File: config.mk
export PLATFORM = sky130hd
export DESIGN_NAME = utf8_to_ascii_transliterator
export DESIGN_NICKNAME = d
export VERILOG_FILES = /design/src/rtl/u2a_pkg.sv /design/src/rtl/u2a_front.sv /design/src/rtl/u2a_fifo.sv /design/src/rtl/u2a_back.sv /design/src/rtl/utf8_to_ascii_transliterator.sv
export SDC_FILE = /design/constraint.sdc
export NUM_CORES = 1
export LEC_CHECK = 0
export BUFFER_PORTS_ARGS = -buffer_cell sky130_fd_sc_hd__buf_2
export CAP_MARGIN = 20
export CORE_MARGIN = 8
export CORE_UTILIZATION = 55
export CTS_BUF_LIST = sky130_fd_sc_hd__clkbuf_8
export DETAILED_ROUTE_END_ITERATION = 8
export GPL_ROUTABILITY_DRIVEN = 0
export PLACE_DENSITY = 0.78
export SYNTH_ARGS = -nofsm -noshare
export SYNTH_HDL_FRONTEND = slang
export SYNTH_SLANG_ARGS = --single-unit
File: constraint.sdc
create_clock -name clk_i -period 6.67 [get_ports clk_i]
set_input_delay 1.6675 -clock clk_i [delete_from_list [all_inputs] [get_ports clk_i]]
set_output_delay 1.6675 -clock clk_i [all_outputs]
set_load 0.02 [all_outputs]
File: src/rtl/u2a_pkg.sv
// ----------------------------------------------------------------------------
// u2a_pkg
// Shared types, constants and the substitution table of the UTF-8 to ASCII
// transliterator.
// ----------------------------------------------------------------------------
package u2a_pkg;

  localparam int unsigned ByteW   = 8;
  localparam int unsigned CharW   = 7;
  localparam int unsigned LenW    = 16;
  localparam int unsigned AccW    = 21;
  localparam int unsigned PendW   = 2;
  localparam int unsigned QDepth  = 4;
  localparam int unsigned QPtrW   = $clog2(QDepth);
  localparam int unsigned QCntW   = $clog2(QDepth + 1);

  localparam logic [LenW-1:0] MaxLenReset = 16'd256;

  // code points with a two-letter substitute
  localparam logic [AccW-1:0] CpAeLower = 21'h0000E4;
  localparam logic [AccW-1:0] CpOeLower = 21'h0000F6;
  localparam logic [AccW-1:0] CpUeLower = 21'h0000FC;
  localparam logic [AccW-1:0] CpAeUpper = 21'h0000C4;
  localparam logic [AccW-1:0] CpOeUpper = 21'h0000D6;
  localparam logic [AccW-1:0] CpUeUpper = 21'h0000DC;
  localparam logic [AccW-1:0] CpSharpS  = 21'h0000DF;

  // one queue entry: up to two characters, or the terminator
  typedef struct packed {
    logic [CharW-1:0] char0;
    logic [CharW-1:0] char1;
    logic             two;
    logic             last;
  } op_t;

  typedef struct packed {
    logic             hit;
    logic [CharW-1:0] first;
    logic [CharW-1:0] second;
  } sub_t;

  function automatic sub_t lookup_sub(input logic [AccW-1:0] cp);
    sub_t s;
    s.hit    = 1'b1;
    s.first  = 7'h00;
    s.second = 7'h65; // 'e'
    unique case (cp)
      CpAeLower: s.first = 7'h61; // 'a'
      CpOeLower: s.first = 7'h6F; // 'o'
      CpUeLower: s.first = 7'h75; // 'u'
      CpAeUpper: s.first = 7'h41; // 'A'
      CpOeUpper: s.first = 7'h4F; // 'O'
      CpUeUpper: s.first = 7'h55; // 'U'
      CpSharpS: begin
        s.first  = 7'h73; // 's'
        s.second = 7'h73;
      end
      default: begin
        s.hit    = 1'b0;
        s.second = 7'h00;
      end
    endcase
    return s;
  endfunction

endpackage

File: src/rtl/u2a_front.sv
// ----------------------------------------------------------------------------
// u2a_front
// Accepts bytes, runs the UTF-8 decoder state and the output character
// count, and turns each byte into at most one queue entry.
// ----------------------------------------------------------------------------
module u2a_front (
  input  logic                        clk_i,
  input  logic                        rst_ni,
  input  logic                        cfg_we_i,
  input  logic [u2a_pkg::LenW-1:0]    cfg_wdata_i,
  input  logic                        in_valid_i,
  output logic                        in_ready_o,
  input  logic [u2a_pkg::ByteW-1:0]   in_byte_i,
  input  logic                        q_full_i,
  output logic                        q_push_o,
  output u2a_pkg::op_t                q_op_o
);

  logic [u2a_pkg::PendW-1:0] pend_q, pend_d;
  logic [u2a_pkg::AccW-1:0]  acc_q, acc_d, acc_n;
  logic [u2a_pkg::LenW-1:0]  cw_q, cw_d;
  logic [u2a_pkg::LenW-1:0]  maxlen_q;
  logic                      room1, room2, is_cont, push, fire;
  u2a_pkg::sub_t             sub;
  u2a_pkg::op_t              op;

  assign in_ready_o = !q_full_i;
  assign fire       = in_valid_i && in_ready_o;
  assign q_push_o   = fire && push;
  assign q_op_o     = op;

  assign room1   = ({1'b0, cw_q} + 17'd1) < {1'b0, maxlen_q};
  assign room2   = ({1'b0, cw_q} + 17'd2) < {1'b0, maxlen_q};
  assign is_cont = (in_byte_i[7:6] == 2'b10);
  assign acc_n   = {acc_q[u2a_pkg::AccW-7:0], in_byte_i[5:0]};
  assign sub     = u2a_pkg::lookup_sub(acc_n);

  always_comb begin
    pend_d   = pend_q;
    acc_d    = acc_q;
    cw_d     = cw_q;
    push     = 1'b0;
    op.char0 = '0;
    op.char1 = '0;
    op.two   = 1'b0;
    op.last  = 1'b0;
    if (in_byte_i == '0) begin
      push    = 1'b1;
      op.last = 1'b1;
      pend_d  = '0;
      acc_d   = '0;
      cw_d    = '0;
    end else if (room1) begin
      if (pend_q != '0 && is_cont) begin
        pend_d = pend_q - 2'd1;
        acc_d  = acc_n;
        if (pend_q == 2'd1) begin
          acc_d = '0;
          if (sub.hit) begin
            push     = 1'b1;
            op.char0 = sub.first;
            op.char1 = sub.second;
            op.two   = room2;
            cw_d     = room2 ? cw_q + 16'd2 : cw_q + 16'd1;
          end
        end
      end else begin
        // a broken sequence is dropped and this byte starts over
        pend_d = '0;
        acc_d  = '0;
        if (!in_byte_i[7]) begin
          push     = 1'b1;
          op.char0 = in_byte_i[6:0];
          cw_d     = cw_q + 16'd1;
        end else if (in_byte_i[7:5] == 3'b110) begin
          acc_d  = {16'd0, in_byte_i[4:0]};
          pend_d = 2'd1;
        end else if (in_byte_i[7:4] == 4'b1110) begin
          acc_d  = {17'd0, in_byte_i[3:0]};
          pend_d = 2'd2;
        end else if (in_byte_i[7:3] == 5'b11110) begin
          acc_d  = {18'd0, in_byte_i[2:0]};
          pend_d = 2'd3;
        end
      end
    end
  end

  always_ff @(posedge clk_i or negedge rst_ni) begin
    if (!rst_ni) begin
      pend_q <= '0;
      acc_q  <= '0;
      cw_q   <= '0;
    end else if (fire) begin
      pend_q <= pend_d;
      acc_q  <= acc_d;
      cw_q   <= cw_d;
    end
  end

  always_ff @(posedge clk_i or negedge rst_ni) begin
    if (!rst_ni) begin
      maxlen_q <= u2a_pkg::MaxLenReset;
    end else if (cfg_we_i) begin
      maxlen_q <= cfg_wdata_i;
    end
  end

endmodule

File: src/rtl/u2a_fifo.sv
// ----------------------------------------------------------------------------
// u2a_fifo
// Short queue of decoded entries between the front and the back end.
// ----------------------------------------------------------------------------
module u2a_fifo (
  input  logic          clk_i,
  input  logic          rst_ni,
  input  logic          push_i,
  input  u2a_pkg::op_t  push_op_i,
  output logic          full_o,
  input  logic          pop_i,
  output logic          empty_o,
  output u2a_pkg::op_t  head_o
);

  u2a_pkg::op_t              mem_q [u2a_pkg::QDepth];
  logic [u2a_pkg::QPtrW-1:0] wr_ptr_q, rd_ptr_q;
  logic [u2a_pkg::QCntW-1:0] cnt_q;
  logic                      do_push, do_pop;

  assign full_o  = (cnt_q == u2a_pkg::QCntW'(u2a_pkg::QDepth));
  assign empty_o = (cnt_q == '0);
  assign do_push = push_i && !full_o;
  assign do_pop  = pop_i && !empty_o;
  assign head_o  = mem_q[rd_ptr_q];

  always_ff @(posedge clk_i) begin
    if (do_push) begin
      mem_q[wr_ptr_q] <= push_op_i;
    end
  end

  always_ff @(posedge clk_i or negedge rst_ni) begin
    if (!rst_ni) begin
      wr_ptr_q <= '0;
      rd_ptr_q <= '0;
      cnt_q    <= '0;
    end else begin
      if (do_push) begin
        wr_ptr_q <= wr_ptr_q + 1'b1;
      end
      if (do_pop) begin
        rd_ptr_q <= rd_ptr_q + 1'b1;
      end
      if (do_push && !do_pop) begin
        cnt_q <= cnt_q + 1'b1;
      end else if (do_pop && !do_push) begin
        cnt_q <= cnt_q - 1'b1;
      end
    end
  end

endmodule

File: src/rtl/u2a_back.sv
// ----------------------------------------------------------------------------
// u2a_back
// Drains queue entries into the output register, one character per
// transaction; a two-letter entry takes two transactions.
// ----------------------------------------------------------------------------
module u2a_back (
  input  logic                       clk_i,
  input  logic                       rst_ni,
  input  logic                       q_empty_i,
  input  u2a_pkg::op_t               q_head_i,
  output logic                       q_pop_o,
  output logic                       out_valid_o,
  input  logic                       out_ready_i,
  output logic [u2a_pkg::CharW-1:0]  out_char_o,
  output logic                       last_o
);

  logic                      out_valid_q;
  logic [u2a_pkg::CharW-1:0] out_char_q;
  logic                      last_q;
  logic                      sel_q;
  logic                      load;

  assign load        = !out_valid_q || out_ready_i;
  // pop once the final character of the head entry is loaded
  assign q_pop_o     = load && !q_empty_i && (sel_q || !q_head_i.two);
  assign out_valid_o = out_valid_q;
  assign out_char_o  = out_char_q;
  assign last_o      = last_q;

  always_ff @(posedge clk_i or negedge rst_ni) begin
    if (!rst_ni) begin
      out_valid_q <= 1'b0;
      sel_q       <= 1'b0;
    end else if (load) begin
      out_valid_q <= !q_empty_i;
      if (!q_empty_i) begin
        sel_q <= q_head_i.two && !sel_q;
      end
    end
  end

  always_ff @(posedge clk_i) begin
    if (load && !q_empty_i) begin
      out_char_q <= sel_q ? q_head_i.char1 : q_head_i.char0;
      last_q     <= q_head_i.last;
    end
  end

endmodule

File: src/rtl/utf8_to_ascii_transliterator.sv
// path: a byte's characters pass through the queue entry and then the output register
// throughput: one byte per cycle while the queue has room; a two-letter substitute
// holds the output for two transactions, and the 4-entry queue absorbs the extra one
// reset: decoder state and character count cleared, max_length set to 256,
// queue and output register emptied
// ----------------------------------------------------------------------------
// utf8_to_ascii_transliterator
// Decodes a UTF-8 byte stream and emits ASCII, with umlauts and sharp s
// replaced by two-letter substitutes and other non-ASCII characters dropped.
// ----------------------------------------------------------------------------
module utf8_to_ascii_transliterator (
  input  logic                       clk_i,
  input  logic                       rst_ni,
  input  logic                       cfg_we_i,
  input  logic [u2a_pkg::LenW-1:0]   cfg_wdata_i,
  input  logic                       in_valid_i,
  output logic                       in_ready_o,
  input  logic [u2a_pkg::ByteW-1:0]  in_byte_i,
  output logic                       out_valid_o,
  input  logic                       out_ready_i,
  output logic [u2a_pkg::CharW-1:0]  out_char_o,
  output logic                       last_o
);

  logic         q_push, q_pop, q_full, q_empty;
  u2a_pkg::op_t q_op, q_head;

  u2a_front u_front (
    .clk_i       (clk_i),
    .rst_ni      (rst_ni),
    .cfg_we_i    (cfg_we_i),
    .cfg_wdata_i (cfg_wdata_i),
    .in_valid_i  (in_valid_i),
    .in_ready_o  (in_ready_o),
    .in_byte_i   (in_byte_i),
    .q_full_i    (q_full),
    .q_push_o    (q_push),
    .q_op_o      (q_op)
  );

  u2a_fifo u_fifo (
    .clk_i     (clk_i),
    .rst_ni    (rst_ni),
    .push_i    (q_push),
    .push_op_i (q_op),
    .full_o    (q_full),
    .pop_i     (q_pop),
    .empty_o   (q_empty),
    .head_o    (q_head)
  );

  u2a_back u_back (
    .clk_i       (clk_i),
    .rst_ni      (rst_ni),
    .q_empty_i   (q_empty),
    .q_head_i    (q_head),
    .q_pop_o     (q_pop),
    .out_valid_o (out_valid_o),
    .out_ready_i (out_ready_i),
    .out_char_o  (out_char_o),
    .last_o      (last_o)
  );

endmodule

==> run metrics <==
R2R Path End=u_fifo.cnt_q[2]$_DFFE_PN0P_; commonest non-fill, non-tap cell in the layout=nand2_1; Reg clk slew, reported paths=0.08 ns; Global Route Usage Sum=18.28%; Flop pwr share=41.2%; CP Data Required Time=7.01 ns; gr busiest metal=met2; Worst Setup EP=u_fifo.cnt_q[2]$_DFFE_PN0P_; Post-Syn Area=6236 um^2; FF-to-FF path depth=19; overall power=2.531 mW; post-synthesis sequential area ratio=50.26%; CTS sink cnt=114; vias in the first global route=4,327; # diodes=0; ys flop type=dfrtp_1; Row Count=39; H-tree depth=4; M2 GR Usage=28.77%; die height=122.5 um; Min Clock Period, post-route=5.545 ns; drt via density=5.792; clk root buf=clkbuf_8; Syn Area/Cell=10.38 um^2; slowest CP cell=dfrtp_1; pin count of the biggest net entering global routing=59; critical path arrival=5.89 ns; Core ar.=11,220 um^2; placed cells=751; Leak=2.964 nW; drt pass-1 iters=7; Routed Antenna Nets=0; TNS Setup=0 ns; Worst slew margin=36.76%; net switching power=0.9624 mW; utilization after layout=61.36%; Clock Power Share=25.5%; via count=4,535; Post-CTS Resized=0; fmax=180.4 MHz; routed len/inst=16.66 um; internal power=1.568 mW; initial antenna violation count=0; Layout Nets=696; switching part of the total=38.03%; worst min-delay path category=reg -> reg; Syn. warnings=0; Die W=122.5 um; CTS tree=built; Synth Register Bits=114; Pwr per Cell Area=367.5 nW/um^2; clock tree buffer depth=2; Post-Synthesis Cells=601; Post-synth ARST share=50.88%; post-route cell area=6887 um^2; hold-fix buffers at CTS=0; CTS buffer count=17; hpwl dp=9064 um; final-report hold violation count=0; Post-CTS Setup Bufs=0; max cap viols=0; crit-path max cell delay=0.45 ns; number of synthesized flops with an enable pin=56; R2R Path Start=u_front.cw_q[2]$_DFFE_PN0P_; Mapped Nets=670; fin. max-slew vios=0; grt ovf=0; crit path launch type=flip-flop; Worst Setup SP=u_front.cw_q[2]$_DFFE_PN0P_; Worst Path Max Fanout=16; Peak VDD IR=0.2181 mV; cell breakdown of the critical path=ha_1 > nand3_1 > nor3_1 > and3_1 > and3_1 > nand4_1 > xnor2_1 > ha_1 > and3_1 > a221oi_1 > o211ai_1 > a21o_1 > inv_1 > ha_1 > inv_1 > fa_1 > xor2_1 > nor2_1 > xor2_1; r2r setup slk=1.13 ns; first-pass GRT wire length=21,500 um; Clock Skews=0.01397 ns; I/O pin cnt=39; GR Util met3=4.048%; Worst-Skew Late Latency=0.44 ns; status=complete, no violations; starting density of the core=55.56%; Worst Setup End Kind=flip-flop; fin crit share=83.13%; Comb pwr share=33.3%; final cell count without fillers=783; drt initial violations=513; Filler cells=912; Least-Margin Pin Slew=0.9486 ns; kind of critical path=reg -> reg; Cell variety after synth=62; final WL=13,040 um; Remaining DRCs=0; port buffer count=38; GRT met1 Usage=23.65%; area delta synth->final=10.43%; layout cells sized above 1=14.69%; most frequent cells in the layout=95 x nand2_1, 58 x o21ai_0, 57 x dfrtp_1; Post-Place Cell Area=6489 um^2; Die ar.=15,000 um^2; RSZ-0062 raised after global routing=false; setup violators final=0
registers in the layout, summed over array words and instances, names as in the netlist:
signal / count
u_back.last_o: 1
u_front.maxlen_q: 16
u_front.pend_q: 2
u_back.out_valid_o: 1
u_fifo.wr_ptr_q: 2
u_back.sel_q: 1
u_front.acc_q: 15
u_fifo.rd_ptr_q: 2
u_fifo.mem_q: 48
u_front.cw_q: 16
u_fifo.cnt_q: 3
u_back.out_char_o: 7
how the worst min path moves through the flow:
stage	startpoint	endpoint	slack, ns	depth (start not counted)
6_report	u_front.acc_q[12]$_DFFE_PN0P_	u_front.acc_q[12]$_DFFE_PN0P_	0.49	2
5_1_grt	u_front.acc_q[12]$_DFFE_PN0P_	u_front.acc_q[12]$_DFFE_PN0P_	0.52	2
4_1_cts	u_front.acc_q[12]$_DFFE_PN0P_	u_front.acc_q[12]$_DFFE_PN0P_	0.49	2
3_5_place_dp	u_front.acc_q[12]$_DFFE_PN0P_	u_front.acc_q[12]$_DFFE_PN0P_	0.47	2
3_3_place_gp	u_front.acc_q[14]$_DFFE_PN0P_	u_front.acc_q[14]$_DFFE_PN0P_	0.47	2
2_1_floorplan	u_front.acc_q[11]$_DFFE_PN0P_	u_front.acc_q[11]$_DFFE_PN0P_	0.45	2
power by group through the flow:
stage / logic, mW / clock network, mW / registers (mW)
final: 0.842 / 0.646 / 1.04
after global routing: 0.946 / 0.688 / 1.06
after CTS: 0.845 / 0.658 / 1.04
after detailed placement: 0.834 / 0 / 1.05
after global placement: 0.795 / 0 / 1.05
after floorplan: 0.655 / 0 / 1.01
worst max-delay path, delay by kind of cell (launching register included):
kind / cells / cell delay, ns
adder cells (fa/ha/maj): 4 / 1.27
buffers and inverters: 2 / 0.44
AO/OA/AOI/OAI: 3 / 0.96
AND/OR/NAND/NOR: 7 / 1.78
flip-flops: 1 / 0.45
XOR/XNOR: 3 / 0.55
layout make-up:
| class | instances | area (um^2) | area share (%) |
|---|---|---|---|
| sequential | 114 | 3134 | 45.51 |
| multi-input combinational | 415 | 2820 | 40.95 |
| clock buffer | 17 | 234.0 | 3.398 |
| timing repair buffer | 41 | 212.7 | 3.089 |
| tap | 143 | 178.9 | 2.598 |
| clock inverter | 15 | 163.9 | 2.380 |
| inverter | 38 | 142.6 | 2.071 |
cells in the mapped netlist (12+ instances only):
library cell | count | area share [%]
xor2_1 | 15 | 2.1
edfxtp_1 | 56 | 27
ha_1 | 39 | 7.8
inv_1 | 36 | 2.2
mux4_2 | 12 | 4.3
o21ai_0 | 58 | 4.7
dfrtp_1 | 57 | 23
a21oi_1 | 25 | 2.0
nor2_1 | 32 | 1.9
nand2_1 | 95 | 5.7
nand3_1 | 14 | 1.1
xnor2_1 | 20 | 2.8
clkbuf_1 | 26 | 1.6
routing by layer:
metal	vias up	wire (um)
li1	2190	-
met1	2144	5840
met2	172	6136
met3	29	732
met4	0	335
met5	-	0
cells by family after synthesis:
logic type	synth area share [%]
muxes	5.758
AOI/OAI and AO/OA	11.80
and+or+nand+nor	14.61
DFF	50.26
adders and majority gates	8.146
buffers and inverters	4.514
xor gates and xnor gates	4.916
per-stage QoR:
step                setup WS [ns]  hold slack (ns)
finish                      1.125           0.4855
global route               0.8181           0.5225
CTS                         1.157           0.4913
detailed placement          1.314           0.4730
global placement            1.668           0.4696
floorplan                   1.762           0.4502
No activity file was read; power rests on OpenSTA's default activity.
